[config.mk]
export PLATFORM = sky130hd
export DESIGN_NAME = bce_fifo
export DESIGN_NICKNAME = d
export VERILOG_FILES = /design/src/hw/rtl/bce_pkg.sv /design/src/hw/rtl/bce_fifo.sv
export SDC_FILE = /design/constraint.sdc
export NUM_CORES = 1
export LEC_CHECK = 0
export CORE_UTILIZATION = 45
export CTS_BUF_LIST = sky130_fd_sc_hd__clkbuf_2
export DETAILED_ROUTE_END_ITERATION = 8
export DONT_BUFFER_PORTS = 1
export GPL_TIMING_DRIVEN = 1
export PLACE_DENSITY = 0.71
export SLEW_MARGIN = 20
export SYNTH_ARGS = -nofsm -noshare
export SYNTH_HDL_FRONTEND = slang
export SYNTH_SLANG_ARGS = --single-unit
export TNS_END_PERCENT = 20
[constraint.sdc]
create_clock -name clock -period 12.5 [get_ports clock]
set_input_delay 1.25 -clock clock [delete_from_list [all_inputs] [get_ports clock]]
set_output_delay 1.25 -clock clock [all_outputs]
set_load 0.02 [all_outputs]
[src/hw/rtl/bce_pkg.sv]
package bce_pkg;

   localparam int MAX_POINTS  = 64;
   localparam int MAX_DEGREE  = 3;
   localparam int KNOT_DEPTH  = MAX_POINTS + 4;
   localparam int PT_AW       = $clog2(MAX_POINTS);
   localparam int IDX_W       = 7;
   localparam int T_W         = 48;
   localparam int V_W         = 32;
   localparam int SIG_W       = 31;
   localparam int DIFF_W      = T_W + 1;
   localparam int DIV_W       = T_W + 2;
   localparam int FRAC_W      = 30;
   localparam int RND_W       = 34;
   localparam int ACC_W       = 36;
   localparam int QUEUE_AW    = 1;
   localparam int QUEUE_DEPTH = 1 << QUEUE_AW;

   localparam logic signed [V_W-1:0] ONE_Q30 = 32'sh4000_0000;
   localparam logic signed [V_W-1:0] W_MAX   = 32'sh7fff_ffff;
   localparam logic signed [V_W-1:0] W_MIN   = 32'sh8000_0000;

   typedef enum logic [1:0] {
      KIND_POINT  = 2'd0,
      KIND_KNOT   = 2'd1,
      KIND_QUERY  = 2'd2,
      KIND_UNUSED = 2'd3
   } kind_type;

   typedef enum logic [1:0] {
      CSR_DEGREE      = 2'd0,
      CSR_POINT_COUNT = 2'd1,
      CSR_TIME_LOW    = 2'd2,
      CSR_TIME_HIGH   = 2'd3
   } csr_index_type;

   typedef struct packed {
      logic [IDX_W-1:0] count;
      logic [1:0]       degree;
   } cfg_type;

   typedef struct packed {
      kind_type                kind;
      logic [IDX_W-1:0]        slot;
      logic signed [T_W-1:0]   stamp;
      logic signed [V_W-1:0]   x;
      logic signed [V_W-1:0]   y;
      logic signed [V_W-1:0]   z;
      logic signed [V_W-1:0]   s;
   } cmd_type;

   typedef struct packed {
      logic signed [T_W-1:0] clamped_time;
      logic signed [V_W-1:0] out_x;
      logic signed [V_W-1:0] out_y;
      logic signed [V_W-1:0] out_z;
      logic [SIG_W-1:0]      out_sigma;
      logic                  used_spline;
      logic [IDX_W-1:0]      span_index;
   } rsp_type;

endpackage

[src/hw/rtl/bce_fifo.sv]
module bce_fifo (
   input  logic              clock,
   input  logic              reset,
   input  logic              push,
   input  bce_pkg::cmd_type  push_data,
   output logic              full,
   output logic              valid,
   input  logic              pop,
   output bce_pkg::cmd_type  pop_data
);

   bce_pkg::cmd_type                 mem [bce_pkg::QUEUE_DEPTH];
   logic [bce_pkg::QUEUE_AW-1:0]     wp_ff;
   logic [bce_pkg::QUEUE_AW-1:0]     rp_ff;
   logic [bce_pkg::QUEUE_AW:0]       cnt_ff;

   assign full     = cnt_ff == (bce_pkg::QUEUE_AW+1)'(bce_pkg::QUEUE_DEPTH);
   assign valid    = cnt_ff != '0;
   assign pop_data = mem[rp_ff];

   always_ff @(posedge clock) begin
      if (push)
         mem[wp_ff] <= push_data;
   end

   always_ff @(posedge clock) begin
      if (reset) begin
         wp_ff  <= '0;
         rp_ff  <= '0;
         cnt_ff <= '0;
      end else begin
         if (push)
            wp_ff <= wp_ff + 1'b1;
         if (pop)
            rp_ff <= rp_ff + 1'b1;
         if (push && !pop)
            cnt_ff <= cnt_ff + 1'b1;
         else if (pop && !push)
            cnt_ff <= cnt_ff - 1'b1;
      end
   end

endmodule

==> reports/metrics.csv, run 1 <==
stage,metric,value,unit
layout,Synth-to-Final Area Change,9.228,%
critical_path,WP data required,11.25,ns
timing,final period utilization,0.3611,
detailed_routing,final wirelength,25540,µm
critical_path,Crit Path Max Fanout,93,
cts,Post-CTS Resized,0,
timing,Layout Skew,0.04977,ns
layout,Nets,866,
global_routing,vias in the first global route,6294,
global_routing,first-pass GRT wire length,37410,µm
yosys,Unique masters post-synth,17,
layout,share of layout cells above drive strength 1,0.4434,
cts,hold_buf cts,0,
power,sw frac,0.2577,
yosys,most frequent cell after synthesis,edfxtp_1,
detailed_routing,First-pass DRT Iterations,7,
die,Die W,179.5,µm
layout,post-route design area,15490,µm²
yosys,syn avg cell area,23.72,µm²
status,failing checks,design-rule violations,
cts,"Setup Fix Bufs, Post-CTS",0,
layout,Post-Route Utilization,0.5025,
placed_design,"worst slack, placed",8.421,ns
die,core area,30830,µm²
yosys,synthesized instance count,598,
placed_design,DPL Wire Length,16680,µm
yosys,post-synthesis sequential area ratio,0.7905,
detailed_routing,Vias/cell,5.030,
die,chip height,179.5,µm
timing,Fin. Hold Viols,0,
timing,Slew @ Worst Pin,0.9913,ns
timing,Hold WS,0.4558,ns
critical_path,CP arrival,3.26,ns
critical_path,Crit. End Element,output port,
detailed_routing,post-route ant nets,0,
cts,root buf cell,clkbuf_2,
cts,clk sinks,375,
yosys,share of async-settable or async-resettable flops after synthesis,0,
die,die area,32230,µm²
cts,clk buf depth,3,
cts,worst skew pair latency,0.87,ns
timing,max_slew headroom,0.3391,
power,Net Sw Power,0.0006686,W
die,row cnt,64,
yosys,Synth top area share,0.7834,
detailed_routing,wire length per cell,22.25,µm
global_routing,"Remaining Overflow, GRT",0,
timing,Max Slew Vio Count,0,
critical_path,Setup CP Type,reg -> out,
die,Initial Util,0.4600,
yosys,top post-synthesis cells by count,"edfxtp_1 (370), mux2_4 (150), mux2_2 (35), buf_6 (18), dfxtp_1 (5)",
power,sequential power share,0.575,
global_routing,largest net degree at the start of global routing,144,
power,internal power,0.001926,W
power,leakage,5.540,nW
run,MaxCap Viol Count,0,
detailed_routing,detailed router's first-iteration violation count,303,
cts,CTS tree,yes,
yosys,Mapped Area,14180,µm²
yosys,"Primary FF master, synth",edfxtp_1,
cts,htree depth,3,
timing,final number of setup-violating endpoints,0,
cts,number of clock buffers inserted by TritonCTS,89,
placed_design,routability congestion estimate,0.7259,
power,Clock power frac,0.310,
placed_design,Post-DP Area,14520,µm²
timing,post-route setup TNS,0,ns
detailed_routing,DRC Markers,22,
min_path,hold crit path type,in -> reg,
global_routing,GRT Total Usage,0.1559,
global_routing,initial antenna violation count,1,
timing,Final min period,4.514,ns
detailed_routing,Vias,5774,
yosys,number of nets in the synthesized netlist,788,
timing,final setup margin,7.986,ns
status,outcome,"finished, violations left",
yosys,Synth area leaders,"edfxtp_1 (78%), mux2_4 (16%), mux2_2 (2.8%)",
timing,RSZ-0062 raised after global routing,false,
power,PD cells,167.5,nW/µm²
yosys,YS warnings,0,
yosys,number of synthesized flops with an enable pin,370,
placed_design,I/O Buffers,0,
timing,Peak Freq,0.2215,GHz
yosys,leading area contributor after synthesis,edfxtp_1,
cts,"CTS clk-pin slew, worst paths",0.09,ns
die,I/O pin total,376,
power,VDD IR max,0.1118,mV
power,Comb pwr share,0.115,
critical_path,CP Launch Type,flip-flop,
yosys,#FFs+latches synth,375,
metal layers:
layer  vias to the layer above  wire (µm)  track usage
met1                      2798       8254       0.1440
li1                       2610          -            -
met4                         0        837      0.08517
met5                         -          0            0
met2                       310      13180       0.2681
met3                        56       3271      0.09076
worst paths after layout:
| check | startpoint | to | slack [ns] | depth (start not counted) |
|---|---|---|---|---|
| worst max-delay path | flip-flop | pop_data[179] | 7.99 | 3 |
| worst max register to register | wp_ff$_SDFFE_PP0P_ | mem[1][179]$_DFFE_PP_ | 9.25 | 3 |
| worst min-delay path | reset | flip-flop | 0.46 | 1 |
| worst min register to register | cnt_ff[1]$_SDFFE_PP0P_ | cnt_ff[1]$_SDFFE_PP0P_ | 0.52 | 2 |
power groups by stage:
| stage | logic (W) | clock network, W | registers (W) |
|---|---|---|---|
| 2_1_floorplan | 0.000269 | 0 | 0.00153 |
| 3_3_place_gp | 0.000293 | 0 | 0.00152 |
| 3_5_place_dp | 0.000299 | 0 | 0.00152 |
| 4_1_cts | 0.000300 | 0.000839 | 0.00149 |
| 5_1_grt | 0.000312 | 0.000906 | 0.00150 |
| 6_report | 0.000298 | 0.000803 | 0.00149 |
per-stage QoR:
| step | power, W | instances |
|---|---|---|
| after detailed placement | 0.001822 | 978 |
| after global routing | 0.002718 | 1148 |
| after global placement | 0.001811 | 978 |
| final | 0.002594 | 1148 |
| after floorplan | 0.001796 | 598 |
| after CTS | 0.002633 | 1144 |
logic make-up after synthesis:
family	share of synthesized area
AO/OA/AOI/OAI	0.0007051
XOR/XNOR	0.002471
adder cells (fa/ha/maj)	0.0008821
buffers and inverters	0.01561
flip-flops	0.7905
multiplexers	0.1866
AND/OR/NAND/NOR	0.003265
critical path, cell delays in order (launching register included):
cell	delay, ns
dfxtp_4	0.80
buf_12	0.38
buf_16	0.49
mux2_2	0.50
sequential cells by signal, indices dropped and copies added (netlist names), named ones only:
register	count
mem	370
cnt_ff	2
rp_ff	1
wp_ff	1
area by class of cell:
cell class                      instances  area [µm²]
Clock inverter                         49       304.0
Clock buffer                          117       585.6
Multi-Input combinational cell        201        2760
Inverter                                1       3.754
Sequential cell                       375       11210
Antenna cell                            1       2.502
Tap cell                              396       495.5
Fill cell                            2443       15340
Timing Repair Buffer                    8       125.1
placed cells by master (no fill, tap or decap):
cell type / count
clkbuf_2: 117
xor2_1: 2
nor2b_1: 1
ha_1: 1
clkinv_1: 30
buf_12: 2
or3_1: 1
diode_2: 1
bufinv_16: 4
or2_2: 1
clkinv_2: 12
edfxtp_1: 370
mux2_4: 150
and2_4: 1
mux2_2: 35
a21oi_1: 1
nor2b_4: 1
inv_2: 3
nor2_1: 4
xnor2_1: 2
dfxtp_1: 4
o21ai_0: 1
inv_1: 1
buf_16: 2
buf_4: 4
dfxtp_4: 1
(Power assumes the default switching activity.)
==> run 2: changes to the inputs <==
==> constraint.sdc (replaced) <==
create_clock -name clock -period 4.3 [get_ports clock]
set_input_delay 0.43 -clock clock [delete_from_list [all_inputs] [get_ports clock]]
set_output_delay 0.43 -clock clock [all_outputs]
set_load 0.02 [all_outputs]
==> reports/metrics.csv, run 2 <==
stage,metric,value,unit
placed_design,"worst slack, placed",2.138,ns
yosys,YS warnings,0,
status,Stop stage,clock tree synthesis,
cts,"Setup Fix Bufs, Post-CTS",0,
yosys,number of nets in the synthesized netlist,788,
yosys,most frequent cell after synthesis,edfxtp_1,
placed_design,routability congestion estimate,0.7483,
cts,number of clock buffers inserted by TritonCTS,92,
die,chip height,179.5,µm
yosys,leading area contributor after synthesis,edfxtp_1,
cts,clk sinks,375,
yosys,"Primary FF master, synth",edfxtp_1,
die,I/O pin total,376,
status,Log Error,[ERROR RSZ-0060] Max buffer count reached.,
yosys,syn avg cell area,23.72,µm²
status,outcome,aborted with a tool error,
yosys,Unique masters post-synth,17,
yosys,Mapped Area,14180,µm²
placed_design,DPL Wire Length,16770,µm
die,Die W,179.5,µm
cts,hold_buf cts,228,
die,row cnt,64,
placed_design,I/O Buffers,0,
placed_design,Post-DP Area,14580,µm²
yosys,synthesized instance count,598,
yosys,top post-synthesis cells by count,"edfxtp_1 (370), mux2_4 (150), mux2_2 (35), buf_6 (18), dfxtp_1 (5)",
yosys,share of async-settable or async-resettable flops after synthesis,0,
yosys,number of synthesized flops with an enable pin,370,
cts,Post-CTS Resized,0,
cts,htree depth,3,
yosys,#FFs+latches synth,375,
cts,root buf cell,clkbuf_2,
cts,clk buf depth,3,
yosys,post-synthesis sequential area ratio,0.7905,
yosys,Synth area leaders,"edfxtp_1 (78%), mux2_4 (16%), mux2_2 (2.8%)",
die,Initial Util,0.4600,
yosys,Synth top area share,0.7834,
-- run 2: cell counts after synthesis --
Identical to the previous run, type by type.
-- run 2: cell families after synthesis --
logic type               after synthesis  share of synthesized area
flip-flops                           375                     0.7905
multiplexers                         185                     0.1866
buffers and inverters                 22                    0.01561
AND/OR/NAND/NOR                        9                   0.003265
XOR/XNOR                               4                   0.002471
AO/OA/AOI/OAI                          2                  0.0007051
adder cells (fa/ha/maj)                1                  0.0008821
-- run 2: metrics by stage --
stage / hold slack, ns / util / std cells
detailed placement: 0.5054 / 0.4728 / 980
global placement: 0.4729 / 0.4728 / 980
floorplan: 0.4558 / - / 598
==> run 3: changes to the inputs <==
--- a/config.mk
+++ b/config.mk
@@ -5,12 +5,11 @@
 export SDC_FILE = /design/constraint.sdc
 export NUM_CORES = 1
 export LEC_CHECK = 0
-export CORE_UTILIZATION = 45
-export CTS_BUF_LIST = sky130_fd_sc_hd__clkbuf_2
+export CORE_UTILIZATION = 30
 export DETAILED_ROUTE_END_ITERATION = 8
 export DONT_BUFFER_PORTS = 1
 export GPL_TIMING_DRIVEN = 1
-export PLACE_DENSITY = 0.71
+export PLACE_DENSITY_LB_ADDON = 0.15
 export SLEW_MARGIN = 20
 export SYNTH_ARGS = -nofsm -noshare
 export SYNTH_HDL_FRONTEND = slang
==> reports/metrics.csv, run 3 (synthesized netlist as in run 1, its figures left out) <==
stage,metric,value,unit
critical_path,"Slowest-stage cell, CP",dfxtp_4,
detailed_routing,Vias/cell,4.348,
power,VDD IR max,0.3506,mV
timing,Slew @ Worst Pin,0.9423,ns
cts,clk sinks,375,
placed_design,I/O Buffers,0,
placed_design,DPL Wire Length,19230,µm
cts,CTS tree,yes,
layout,share of layout cells above drive strength 1,0.3021,
timing,max_slew headroom,0.3718,
placed_design,Placed Cells incl. Taps,1193,
timing,Peak Freq,0.3405,GHz
detailed_routing,detailed router's first-iteration violation count,253,
timing,final number of setup-violating endpoints,0,
critical_path,CP cell instances,buf_4 > mux2_2,
cts,number of clock buffers inserted by TritonCTS,41,
cts,hold_buf cts,187,
timing,Layout Skew,0.01530,ns
power,PD cells,487.6,nW/µm²
layout,"commonest non-fill, non-tap cell in the layout",edfxtp_1,
timing,RSZ-0062 raised after global routing,false,
min_path,hold crit path type,in -> reg,
critical_path,CP Launch Type,flip-flop,
cts,Post-CTS Resized,0,
cts,htree depth,2,
layout,largest reg by FF count,mem,
global_routing,"Remaining Overflow, GRT",0,
timing,Hold WS,0.05250,ns
timing,Fin. Hold Viols,0,
status,outcome,finished clean,
detailed_routing,Vias,6313,
detailed_routing,wire length per cell,19.94,µm
layout,max FFs per register,370,
die,die area,48150,µm²
cts,"Setup Fix Bufs, Post-CTS",0,
die,Die W,219.4,µm
critical_path,CP arrival,2.51,ns
global_routing,first-pass GRT wire length,41270,µm
detailed_routing,DRC Markers,0,
cts,clk buf depth,3,
layout,"commonest cells after routing, fill and taps aside","edfxtp_1 (370), dlygate4sd3_1 (187), mux2_4 (150)",
die,core area,46560,µm²
layout,Top Registers,"mem (370), cnt_ff (2)",
run,MaxCap Viol Count,0,
layout,Nets,1006,
die,row cnt,79,
cts,worst skew pair latency,0.54,ns
critical_path,Crit. End Element,output port,
layout,# fillers,4185,
power,leakage,6.310,nW
global_routing,GRT Total Usage,0.1160,
global_routing,largest net degree at the start of global routing,115,
layout,Synth-to-Final Area Change,27.36,%
critical_path,Crit Path Max Fanout,53,
global_routing,vias in the first global route,6779,
die,I/O pin total,376,
timing,final period utilization,0.6829,
cts,root buf cell,clkbuf_16,
critical_path,Setup CP Type,reg -> out,
layout,fin cells,1452,
die,chip height,219.4,µm
timing,Final min period,2.937,ns
critical_path,WP data required,3.87,ns
timing,post-route setup TNS,0,ns
die,Initial Util,0.3046,
placed_design,routability congestion estimate,0.7568,
cts,"CTS clk-pin slew, worst paths",0.05,ns
critical_path,CP max stage delay,0.95,ns
detailed_routing,First-pass DRT Iterations,4,
timing,Max Slew Vio Count,0,
detailed_routing,final wirelength,28950,µm
global_routing,initial antenna violation count,0,
detailed_routing,post-route ant nets,0,
## run 3: final timing paths
check | startpoint | cells past startpoint | slack, ns | endpoint
min | pop | 2 | 0.05 | rp_ff$_SDFFE_PP0P_
max reg2reg | wp_ff$_SDFFE_PP0P_ | 2 | 2.18 | mem[1][142]$_DFFE_PP_
max | flip-flop | 2 | 1.36 | pop_data[170]
min reg2reg | cnt_ff[1]$_SDFFE_PP0P_ | 2 | 0.52 | cnt_ff[1]$_SDFFE_PP0P_
## run 3: area by class of cell
cell class / count / area [µm²] / area share
sequential: 375 / 11210 / 0.6209
multi-input combinational: 201 / 2760 / 0.1528
timing repair buffer: 196 / 2014 / 0.1115
clock buffer: 49 / 1056 / 0.05846
tap: 607 / 759.5 / 0.04205
clock inverter: 22 / 251.5 / 0.01392
inverter: 1 / 3.754 / 0.0002078
antenna: 1 / 2.502 / 0.0001385
## run 3: worst max-delay path: cells and delay by family, from the launching register on
family | cells | cell delay (ns)
multiplexers | 1 | 0.45
flip-flops | 1 | 0.95
buffers and inverters | 1 | 0.50
## run 3: routing by layer
layer,part of all wire,GRT usage
met3,0.077,0.03895
met4,0.038,0.06111
met2,0.53,0.2064
met1,0.35,0.1200
met5,0,0
## run 3: stage by stage
step | cell area [µm²] | utilization | setup WS [ns] | total power [W]
floorplan | 14190 | - | -0.8795 | 0.005194
global placement | 14880 | 0.3196 | 1.949 | 0.005312
detailed placement | 14880 | 0.3196 | 1.885 | 0.005329
CTS | 18060 | 0.3879 | 1.269 | 0.008960
global route | 18060 | 0.3879 | 1.205 | 0.009136
finish | 18060 | 0.3880 | 1.363 | 0.008807
## run 3: power breakdown
part	internal (W)	switching (W)
combinational	0.000446	0.000601
clock	0.00205	0.00136
sequential	0.00427	0.0000785
