==> src/hw/rtl/bce_pkg.sv <==
package bce_pkg;

   localparam int MAX_POINTS  = 64;
   localparam int MAX_DEGREE  = 3;
   localparam int KNOT_DEPTH  = MAX_POINTS + 4;
   localparam int PT_AW       = $clog2(MAX_POINTS);
   localparam int IDX_W       = 7;
   localparam int T_W         = 48;
   localparam int V_W         = 32;
   localparam int SIG_W       = 31;
   localparam int DIFF_W      = T_W + 1;
   localparam int DIV_W       = T_W + 2;
   localparam int FRAC_W      = 30;
   localparam int RND_W       = 34;
   localparam int ACC_W       = 36;
   localparam int QUEUE_AW    = 1;
   localparam int QUEUE_DEPTH = 1 << QUEUE_AW;

   localparam logic signed [V_W-1:0] ONE_Q30 = 32'sh4000_0000;
   localparam logic signed [V_W-1:0] W_MAX   = 32'sh7fff_ffff;
   localparam logic signed [V_W-1:0] W_MIN   = 32'sh8000_0000;

   typedef enum logic [1:0] {
      KIND_POINT  = 2'd0,
      KIND_KNOT   = 2'd1,
      KIND_QUERY  = 2'd2,
      KIND_UNUSED = 2'd3
   } kind_type;

   typedef enum logic [1:0] {
      CSR_DEGREE      = 2'd0,
      CSR_POINT_COUNT = 2'd1,
      CSR_TIME_LOW    = 2'd2,
      CSR_TIME_HIGH   = 2'd3
   } csr_index_type;

   typedef struct packed {
      logic [IDX_W-1:0] count;
      logic [1:0]       degree;
   } cfg_type;

   typedef struct packed {
      kind_type                kind;
      logic [IDX_W-1:0]        slot;
      logic signed [T_W-1:0]   stamp;
      logic signed [V_W-1:0]   x;
      logic signed [V_W-1:0]   y;
      logic signed [V_W-1:0]   z;
      logic signed [V_W-1:0]   s;
   } cmd_type;

   typedef struct packed {
      logic signed [T_W-1:0] clamped_time;
      logic signed [V_W-1:0] out_x;
      logic signed [V_W-1:0] out_y;
      logic signed [V_W-1:0] out_z;
      logic [SIG_W-1:0]      out_sigma;
      logic                  used_spline;
      logic [IDX_W-1:0]      span_index;
   } rsp_type;

endpackage

==> src/hw/rtl/bce_req_if.sv <==
interface bce_req_if;
   logic                                  valid;
   logic                                  ready;
   logic [1:0]                            kind;
   logic [bce_pkg::IDX_W-1:0]             slot;
   logic signed [bce_pkg::T_W-1:0]        time_value;
   logic signed [bce_pkg::V_W-1:0]        pos_x;
   logic signed [bce_pkg::V_W-1:0]        pos_y;
   logic signed [bce_pkg::V_W-1:0]        pos_z;
   logic signed [bce_pkg::V_W-1:0]        uncertainty;

   modport source (output valid, kind, slot, time_value, pos_x, pos_y, pos_z, uncertainty,
                   input ready);
   modport sink   (input valid, kind, slot, time_value, pos_x, pos_y, pos_z, uncertainty,
                   output ready);
endinterface

==> src/hw/rtl/bce_csr_if.sv <==
interface bce_csr_if;
   logic                        valid;
   logic                        ready;
   logic [1:0]                  index;
   logic [bce_pkg::T_W-1:0]     data;

   modport source (output valid, index, data, input ready);
   modport sink   (input valid, index, data, output ready);
endinterface

==> src/hw/rtl/bce_front.sv <==
module bce_front (
   input  logic              clock,
   input  logic              reset,
   bce_req_if.sink           req,
   bce_csr_if.sink           csr,
   output bce_pkg::cfg_type  cfg,
   output logic              push,
   output bce_pkg::cmd_type  push_data,
   input  logic              full
);

   logic [1:0]                       degree_ff;
   logic [bce_pkg::IDX_W-1:0]        count_ff;
   logic signed [bce_pkg::T_W-1:0]   tlo_ff;
   logic signed [bce_pkg::T_W-1:0]   thi_ff;
   logic                             keep;
   bce_pkg::kind_type                kind;

   always_ff @(posedge clock) begin
      if (reset) begin
         degree_ff <= 2'(bce_pkg::MAX_DEGREE);
         count_ff  <= '0;
         tlo_ff    <= '0;
         thi_ff    <= '0;
      end else if (csr.valid) begin
         case (bce_pkg::csr_index_type'(csr.index))
            bce_pkg::CSR_DEGREE:      degree_ff <= csr.data[1:0];
            bce_pkg::CSR_POINT_COUNT: count_ff  <= csr.data[bce_pkg::IDX_W-1:0];
            bce_pkg::CSR_TIME_LOW:    tlo_ff    <= $signed(csr.data);
            bce_pkg::CSR_TIME_HIGH:   thi_ff    <= $signed(csr.data);
            default: ;
         endcase
      end
   end

   assign csr.ready = 1'b1;

   always_comb begin
      cfg.count = (count_ff > bce_pkg::IDX_W'(bce_pkg::MAX_POINTS)) ?
                  bce_pkg::IDX_W'(bce_pkg::MAX_POINTS) : count_ff;
      if (degree_ff == 2'd0)
         cfg.degree = 2'd1;
      else if (degree_ff > 2'(bce_pkg::MAX_DEGREE))
         cfg.degree = 2'(bce_pkg::MAX_DEGREE);
      else
         cfg.degree = degree_ff;
   end

   assign req.ready = !full;
   assign kind      = bce_pkg::kind_type'(req.kind);

   // classify: drop unused kinds, out-of-range loads and queries with no points
   always_comb begin
      case (kind)
         bce_pkg::KIND_POINT: keep = req.slot < bce_pkg::IDX_W'(bce_pkg::MAX_POINTS);
         bce_pkg::KIND_KNOT:  keep = req.slot < bce_pkg::IDX_W'(bce_pkg::KNOT_DEPTH);
         bce_pkg::KIND_QUERY: keep = cfg.count != '0;
         default:             keep = 1'b0;
      endcase
   end

   assign push = req.valid && req.ready && keep;

   always_comb begin
      push_data.kind = kind;
      push_data.slot = req.slot;
      push_data.x    = req.pos_x;
      push_data.y    = req.pos_y;
      push_data.z    = req.pos_z;
      push_data.s    = req.uncertainty;
      if (kind != bce_pkg::KIND_QUERY)
         push_data.stamp = req.time_value;
      else if (req.time_value < tlo_ff)
         push_data.stamp = tlo_ff;
      else if (req.time_value > thi_ff)
         push_data.stamp = thi_ff;
      else
         push_data.stamp = req.time_value;
   end

endmodule

==> src/flat_wrapper.sv <==
// flat-port wrapper written by rule: the top's interface ports become plain ports
module bce_front_flat 
  (clock, reset, cfg, push, push_data, full, req_valid, req_kind, req_slot, req_time_value, req_pos_x, req_pos_y, req_pos_z, req_uncertainty, req_ready, csr_valid, csr_index, csr_data, csr_ready);
  bce_req_if req_i ();
  bce_csr_if csr_i ();
  input  logic clock;
  input  logic reset;
  output bce_pkg::cfg_type cfg;
  output logic push;
  output bce_pkg::cmd_type push_data;
  input  logic full;
  input wire logic [$bits(req_i.valid)-1:0] req_valid;
  input wire logic [$bits(req_i.kind)-1:0] req_kind;
  input wire logic [$bits(req_i.slot)-1:0] req_slot;
  input wire logic [$bits(req_i.time_value)-1:0] req_time_value;
  input wire logic [$bits(req_i.pos_x)-1:0] req_pos_x;
  input wire logic [$bits(req_i.pos_y)-1:0] req_pos_y;
  input wire logic [$bits(req_i.pos_z)-1:0] req_pos_z;
  input wire logic [$bits(req_i.uncertainty)-1:0] req_uncertainty;
  output wire logic [$bits(req_i.ready)-1:0] req_ready;
  input wire logic [$bits(csr_i.valid)-1:0] csr_valid;
  input wire logic [$bits(csr_i.index)-1:0] csr_index;
  input wire logic [$bits(csr_i.data)-1:0] csr_data;
  output wire logic [$bits(csr_i.ready)-1:0] csr_ready;
  assign req_i.valid = req_valid;
  assign req_i.kind = req_kind;
  assign req_i.slot = req_slot;
  assign req_i.time_value = req_time_value;
  assign req_i.pos_x = req_pos_x;
  assign req_i.pos_y = req_pos_y;
  assign req_i.pos_z = req_pos_z;
  assign req_i.uncertainty = req_uncertainty;
  assign req_ready = req_i.ready;
  assign csr_i.valid = csr_valid;
  assign csr_i.index = csr_index;
  assign csr_i.data = csr_data;
  assign csr_ready = csr_i.ready;
  bce_front u_core (.clock(clock), .reset(reset), .req(req_i), .csr(csr_i), .cfg(cfg), .push(push), .push_data(push_data), .full(full));
endmodule
==> config.mk <==
export PLATFORM = sky130hd
export DESIGN_NAME = bce_front_flat
export DESIGN_NICKNAME = d
export VERILOG_FILES = /design/src/hw/rtl/bce_pkg.sv /design/src/hw/rtl/bce_req_if.sv /design/src/hw/rtl/bce_csr_if.sv /design/src/hw/rtl/bce_front.sv /design/src/flat_wrapper.sv
export SDC_FILE = /design/constraint.sdc
export NUM_CORES = 1
export LEC_CHECK = 0
export BUFFER_PORTS_ARGS = -buffer_cell sky130_fd_sc_hd__buf_2
export CAP_MARGIN = 15
export CORE_AREA = 2 2 169 171
export CTS_CLUSTER_DIAMETER = 80
export DETAILED_ROUTE_END_ITERATION = 10
export DIE_AREA = 0 0 171 173
export PLACE_DENSITY = 0.6
export SLEW_MARGIN = 20
export SYNTH_ARGS = -nofsm -noshare
export SYNTH_HDL_FRONTEND = slang
export SYNTH_SLANG_ARGS = --single-unit
==> constraint.sdc <==
create_clock -name clock -period 5.3 [get_ports clock]
set_input_delay 1.06 -clock clock [delete_from_list [all_inputs] [get_ports clock]]
set_output_delay 1.06 -clock clock [all_outputs]
set_load 0.02 [all_outputs]
==> summary.md, run 1 <==
| Metric | Value |
|---|---|
| Final Hold Viols | `0` |
| Synth unique cells | `47` |
| Fmax | `0.194 GHz` |
| Crit path required time | `4.24 ns` |
| Synthesized Nets | `1404` |
| NetSw | `691 µW` |
| Layout area overhead | `6.91%` |
| Clock buffer depth | `2` |
| CTS tree | `built` |
| Post-synth EDFFs | `0` |
| RSZ-0062 raised after global routing | `no` |
| Postcts setup bufs | `0` |
| Status | `finished clean` |
| Placer Congestion | `0.826` |
| Via Count | `7050` |
| Switching Fraction | `33.4%` |
| Total Routing Usage GR | `between 10% and 20%` |
| # port buffers | `175` |
| Vias per cell | `4.81` |
| Worst hold stages | `2` |
| Maximum VDD drop | `approximately 0.16 mV` |
| Largest net degree at the start of global routing | `56` |
| FF-to-FF End | `u_core.degree_ff[1]` |
| DRT iter0 DRCs | `270` |
| Tot Pwr | `2.07 mW` |
| Critical Path Source Type | `input pin` |
| R2R depth | `2` |
| Netlist Area Pre-Place | `8130 µm²` |
| Final Cycle Share | `97.1%` |
| CP Launch Point | `req_time_value[15]` |
| Worst slew pin tran | `approximately 0.7 ns` |
| Clock Pin Slew Worst Setup and Hold Paths | `0.07 ns` |
| Final Hold Slack | `about 0.46 ns` |
| Vias in the first global route | `6947` |
| Critical path's slowest cell | `or4_1` |
| Core Region | `roughly 28000 µm²` |
| PD cells | `238 nW/µm²` |
| Primary FF master, synth | `dfxtp_1` |
| Die height | `173 µm` |
| CTS Sinks | `105` |
| Pre-antenna DRT Iters | `4` |
| Ys Warns | `0` |
| Clock buffer count from CTS | `9` |
| Share of cells above drive strength 1 | `between 20% and 30%` |
| Htree depth | `3` |
| Minimum clock period | `between 5 and 6 ns` |
| First-pass GRT wire length | `39400 µm` |
| Routed length per instance | `17.5 µm` |
| Final worst slack | `0.153 ns` |
| Post-synthesis sequential area ratio | `roughly 26%` |
| Average size of a mapped cell | `7.60 µm²` |
| Dpl cells | `1450` |
| Max_slew headroom | `53.0%` |
| Most frequent CP cell | `buf_2` |
| Leakage Power | `about 3.4 nW` |
| Setup TNS | `0 ns` |
| # setup viols final | `0` |
| Max Cap Violations | `0` |
| Total die area | `29600 µm²` |
| Fin Clk Skew | `0 ns` |
| Worst R2R Start | `u_core.degree_ff[1]` |
| Root buffer cell | `clkbuf_16` |
| Arrival time worst endpoint | `around 4.1 ns` |
| DRC | `0` |
| Rows | `61` |
| DPL Wire Length | `19100 µm` |
| Io pins | `between 400 and 500` |
| Hold Path Class | `flip-flop to flip-flop` |
| Initial Util | `29.4%` |
| Post-synthesis async set-or-reset flop share | `0%` |
| Yosys reg bits | `105` |
| Total grt overflow | `0` |
| ANT cells | `0` |
| # nets final | `1418` |
| Worst-path cell chain | `buf_2 -> ha_1 -> nand4_1 -> or4_1 -> a21o_1 -> a31oi_2 -> nor4b_2 -> mux2i_1 -> or3_2 -> buf_4 -> o221a_1 -> buf_2` |
| Worst Hold End | `u_core.tlo_ff[29]` |
| Cts hold-fix bufs | `0` |
| Initial antenna violation count | `0` |
| Slowest stage delay, CP | `0.63 ns` |
| Final Non-Filler Cells | `1466` |
| Gate power share | `26.7%` |
| Clock share of power | `roughly a third` |
| Sequential share of power | `40.3%` |
| Post-Place Worst Slack | `0.0574 ns` |
| P_int | `1.38 mW` |
| Antenna-violating nets left | `0` |
| CP Capture Type | `output port` |
| CP Max Fanout | `25` |
| Final wirelength | `25700 µm` |
| Horiz. Die Dim | `171 µm` |
| Mapped Cells | `between 1k and 1.5k` |
| R2r setup slk | `4.44 ns` |
| Critical path class | `input pin to output port` |
| Worst skew pair latency | `0.35 ns` |
| Worst min-delay path startpoint | `u_core.tlo_ff[29]` |
| Slew Viols, Final | `0` |
-- final cells by class --
type	instances	area (µm²)
Sequential cell	105	2100
Tap cell	378	473
Inverter	101	379
Clock buffer	10	239
Fill cell	3077	18900
Clock inverter	6	51.3
Timing Repair Buffer	191	1040
Multi-Input combinational cell	675	4410
-- synthesized netlist by cell type (2+ instances only) --
| library cell | instances | share of area [%] |
|---|---|---|
| o221a_1 | 48 | 6.6 |
| buf_2 | 3 | 0.18 |
| ha_1 | 95 | 15 |
| a221oi_1 | 3 | 0.32 |
| nor2b_1 | 12 | 0.92 |
| mux2i_1 | 8 | 0.99 |
| nand4_1 | 16 | 1.2 |
| o21ai_0 | 12 | 0.74 |
| a21oi_1 | 135 | 8.3 |
| a211o_1 | 2 | 0.22 |
| buf_6 | 5 | 0.69 |
| a21o_1 | 6 | 0.55 |
| nor4_1 | 3 | 0.23 |
| nand2b_1 | 53 | 4.1 |
| a211oi_1 | 3 | 0.28 |
| inv_1 | 101 | 4.7 |
| nor3b_1 | 2 | 0.18 |
| a41oi_1 | 2 | 0.22 |
| o21ai_1 | 3 | 0.18 |
| o21a_1 | 2 | 0.18 |
| nand2_1 | 220 | 10 |
| clkbuf_1 | 38 | 1.8 |
| buf_1 | 3 | 0.14 |
| nor2_1 | 15 | 0.69 |
| nor3_1 | 7 | 0.43 |
| buf_4 | 139 | 13 |
| or4_1 | 2 | 0.18 |
| nand3_1 | 6 | 0.37 |
| dfxtp_1 | 105 | 26 |
| o211ai_1 | 2 | 0.18 |
| o31ai_1 | 2 | 0.18 |
-- timing repair --
item / in CTS / in global routing
hold endpoints to repair: 0 / 0
endpoints found under the setup margin: 0 / 39
gates resized for setup: 0 / 2
-- per-layer routing --
metal / track usage (%) / part of all wire (%) / vias to the layer above
met5: 0 / 0 / -
met2: 29.2 / 48 / 222
met1: 21.4 / 43 / 3286
met4: 6.18 / 3.0 / 0
li1: - / - / 3482
met3: 3.43 / 6.1 / 60
-- cell families after synthesis --
| group | count (synthesis) | share of synthesized area, % |
|---|---|---|
| AO/OA/AOI/OAI | 227 | 19.0 |
| adder cells (fa/ha/maj) | 95 | 14.6 |
| buffers and inverters | 289 | 20.3 |
| flip-flops | 105 | 25.9 |
| multiplexers | 8 | 0.985 |
| other | 1 | 0.0461 |
| AND/OR/NAND/NOR | 344 | 19.3 |
-- power groups by stage --
stage / registers (mW) / clock network [mW] / logic [mW]
2_1_floorplan: 0.846 / 0 / 0.493
3_3_place_gp: 0.851 / 0 / 0.547
3_5_place_dp: 0.851 / 0 / 0.554
4_1_cts: 0.833 / 0.714 / 0.557
5_1_grt: 0.836 / 0.739 / 0.612
6_report: 0.833 / 0.683 / 0.551
-- sequential cells by signal, indices dropped and copies added, names as in the netlist --
name / count
u_core.thi_ff: 48
u_core.tlo_ff: 48
u_core.count_ff: 7
u_core.degree_ff: 2
-- stage by stage --
step / utilization [%] / area [µm²]
after global placement: 30.4 / 8390
after CTS: 31.4 / 8680
final: 31.5 / 8690
after global routing: 31.5 / 8690
after floorplan: - / 8130
after detailed placement: 30.4 / 8390
-- placed cells by master (no fill, tap or decap), types with 16 or more instances in the layout --
cell and n:
a21oi_1 135, buf_2 174, dfxtp_1 105, ha_1 95, inv_1 101, nand2_1 219, nand2b_1 53, nand4_1 16
o221a_1 48
-- worst max path at each step --
| stage | cells past startpoint | to |
|---|---|---|
| after CTS | 13 | push_data[154] |
| after detailed placement | 13 | push_data[174] |
| after floorplan | 11 | push_data[155] |
| after global routing | 13 | push_data[150] |
| after global placement | 13 | push_data[145] |
| final | 12 | push_data[154] |
-- worst max-delay path: cells and delay by family --
kind,cells,cell delay (ns)
mux,1,0.16
fa+ha+maj,1,0.31
simple gates,4,1.35
buf+inv,3,0.55
compound gates,3,0.64
No activity file was read; power rests on OpenSTA's default activity.
==> run 2, diff against run 1 <==
Settings changed: REMOVE_ABC_BUFFERS set to 1.
==> summary.md, run 2 (synthesized netlist as in run 1, its figures left out) <==
| Metric | Value |
|---|---|
| CP Max Fanout | `22` |
| Clock Pin Slew Worst Setup and Hold Paths | `0.06 ns` |
| Max_slew headroom | `approximately two fifths` |
| DRT iter0 DRCs | `495` |
| RSZ-0062 raised after global routing | `no` |
| Multi-input gate area | `4400 µm²` |
| # nets final | `1418` |
| Initial antenna violation count | `8` |
| Clock buffer count from CTS | `9` |
| Leakage Power | `3.42 nW` |
| Antenna-violating nets left | `0` |
| PD cells | `248 nW/µm²` |
| Fmax | `~0.20 GHz` |
| Critical path class | `input pin to output port` |
| Rows | `61` |
| Cts hold-fix bufs | `0` |
| Max Cap Violations | `0` |
| Final Hold Slack | `0.455 ns` |
| Largest registers | `u_core.thi_ff (48), u_core.tlo_ff (48), u_core.count_ff (7)` |
| First-pass GRT wire length | `62800 µm` |
| Dpl cells | `1450` |
| Fin util | `a little under a third` |
| Design area | `slightly below 9000 µm²` |
| CTS Sinks | `105` |
| Fin Clk Skew | `0 ns` |
| Area after DPL | `8380 µm²` |
| Commonest cells after routing, fill and taps aside | `219 x nand2_1, 174 x buf_2, 135 x a21oi_1, 105 x dfxtp_1, 101 x inv_1` |
| Total die area | `29600 µm²` |
| Critical Path Source Type | `input pin` |
| Crit path required time | `4.24 ns` |
| Postcts setup bufs | `0` |
| Initial Util | `between 20% and 30%` |
| Final Cycle Share | `96.5%` |
| NetSw | `approximately 670 µW` |
| Register area | `2100 µm²` |
| Hold Path Class | `flip-flop to flip-flop` |
| Placer Congestion | `just under 1` |
| Tot Pwr | `about 2.2 mW` |
| Vias in the first global route | `7021` |
| Die height | `173 µm` |
| Final Hold Viols | `0` |
| Layout area overhead | `7.14%` |
| P_int | `1.49 mW` |
| Clock buffer depth | `2` |
| Root buffer cell | `clkbuf_16` |
| Status | `finished clean` |
| Post-cts sizing count | `0` |
| CP Capture Type | `output port` |
| # setup viols final | `0` |
| Sequential share of power | `38.7%` |
| Maximum VDD drop | `0.109 mV` |
| Arrival time worst endpoint | `a little over 4 ns` |
| Pre-antenna DRT Iters | `6` |
| Worst R2R Start | `u_core.degree_ff[1]` |
| Worst skew pair latency | `0.35 ns` |
| Horiz. Die Dim | `approximately 170 µm` |
| Via Count | `about 7.5k` |
| Gate power share | `25.2%` |
| Io pins | `437` |
| DPL Wire Length | `41300 µm` |
| Final wirelength | `approximately 48000 µm` |
| Worst min-delay path startpoint | `u_core.tlo_ff[38]` |
| CP Launch Point | `req_time_value[26]` |
| # port buffers | `about 180` |
| Routed length per instance | `33.0 µm` |
| Htree depth | `3` |
| Post-Place Worst Slack | `just under 0.1 ns` |
| Worst slew pin tran | `0.876 ns` |
| Largest net degree at the start of global routing | `~110` |
| Clock share of power | `36.2%` |
| Slew Viols, Final | `0` |
| Commonest non-fill, non-tap cell in the layout | `nand2_1` |
| DRC | `0` |
| Core Region | `approximately 28000 µm²` |
| Minimum clock period | `between 5 and 6 ns` |
| Vias per cell | `5.14` |
| Final Non-Filler Cells | `1466` |
| Fill cells | `3078` |
| Share of cells above drive strength 1 | `19.8%` |
| CTS tree | `built` |
| Final worst slack | `0.187 ns` |
| Total grt overflow | `0` |
| Total Routing Usage GR | `a little under a third` |
| Switching Fraction | `31.1%` |
| Setup TNS | `0 ns` |
-- run 2: layout make-up --
| cell class | instances | area share [%] |
|---|---|---|
| Timing Repair Buffer | 191 | 11.8 |
| Inverter | 101 | 4.35 |
| Antenna cell | 3 | 0.0862 |
| Clock inverter | 4 | 1.09 |
| Sequential cell | 105 | 24.1 |
| Multi-Input combinational cell | 675 | 50.5 |
| Tap cell | 378 | 5.43 |
| Clock buffer | 9 | 2.59 |
-- run 2: power groups by stage --
stage / clock network (mW) / registers [mW] / logic (mW)
finish: 0.780 / 0.834 / 0.543
global route: 0.827 / 0.837 / 0.599
CTS: 0.794 / 0.834 / 0.544
detailed placement: 0 / 0.852 / 0.542
global placement: 0 / 0.852 / 0.536
floorplan: 0 / 0.847 / 0.316
-- run 2: final timing paths --
path / slack [ns] / to / cells past startpoint
worst max-delay path: 0.19 / push_data[158] / 11
worst min-delay path: 0.46 / u_core.tlo_ff[38] / 2
worst max register to register: 4.46 / u_core.degree_ff[1] / 2
worst min register to register: 0.46 / u_core.tlo_ff[38] / 2
-- run 2: critical path: stages --
cell and delay, ns:
buf_2 0.13, ha_1 0.32, nand4_1 0.13, nor3_1 0.57
a221oi_1 0.24, a21oi_1 0.30, nor3_1 0.13, or3_2 0.55
buf_12 0.19, o221a_1 0.25, buf_2 0.16
-- run 2: layer usage --
metal | vias up | wire length, µm | global-route usage (%)
met4 | 22 | 3850 | 21.7
met1 | 3360 | 12200 | 22.8
met2 | 563 | 20000 | 46.1
met3 | 105 | 11700 | 36.1
met5 | - | 610 | 13.2
li1 | 3488 | - | -
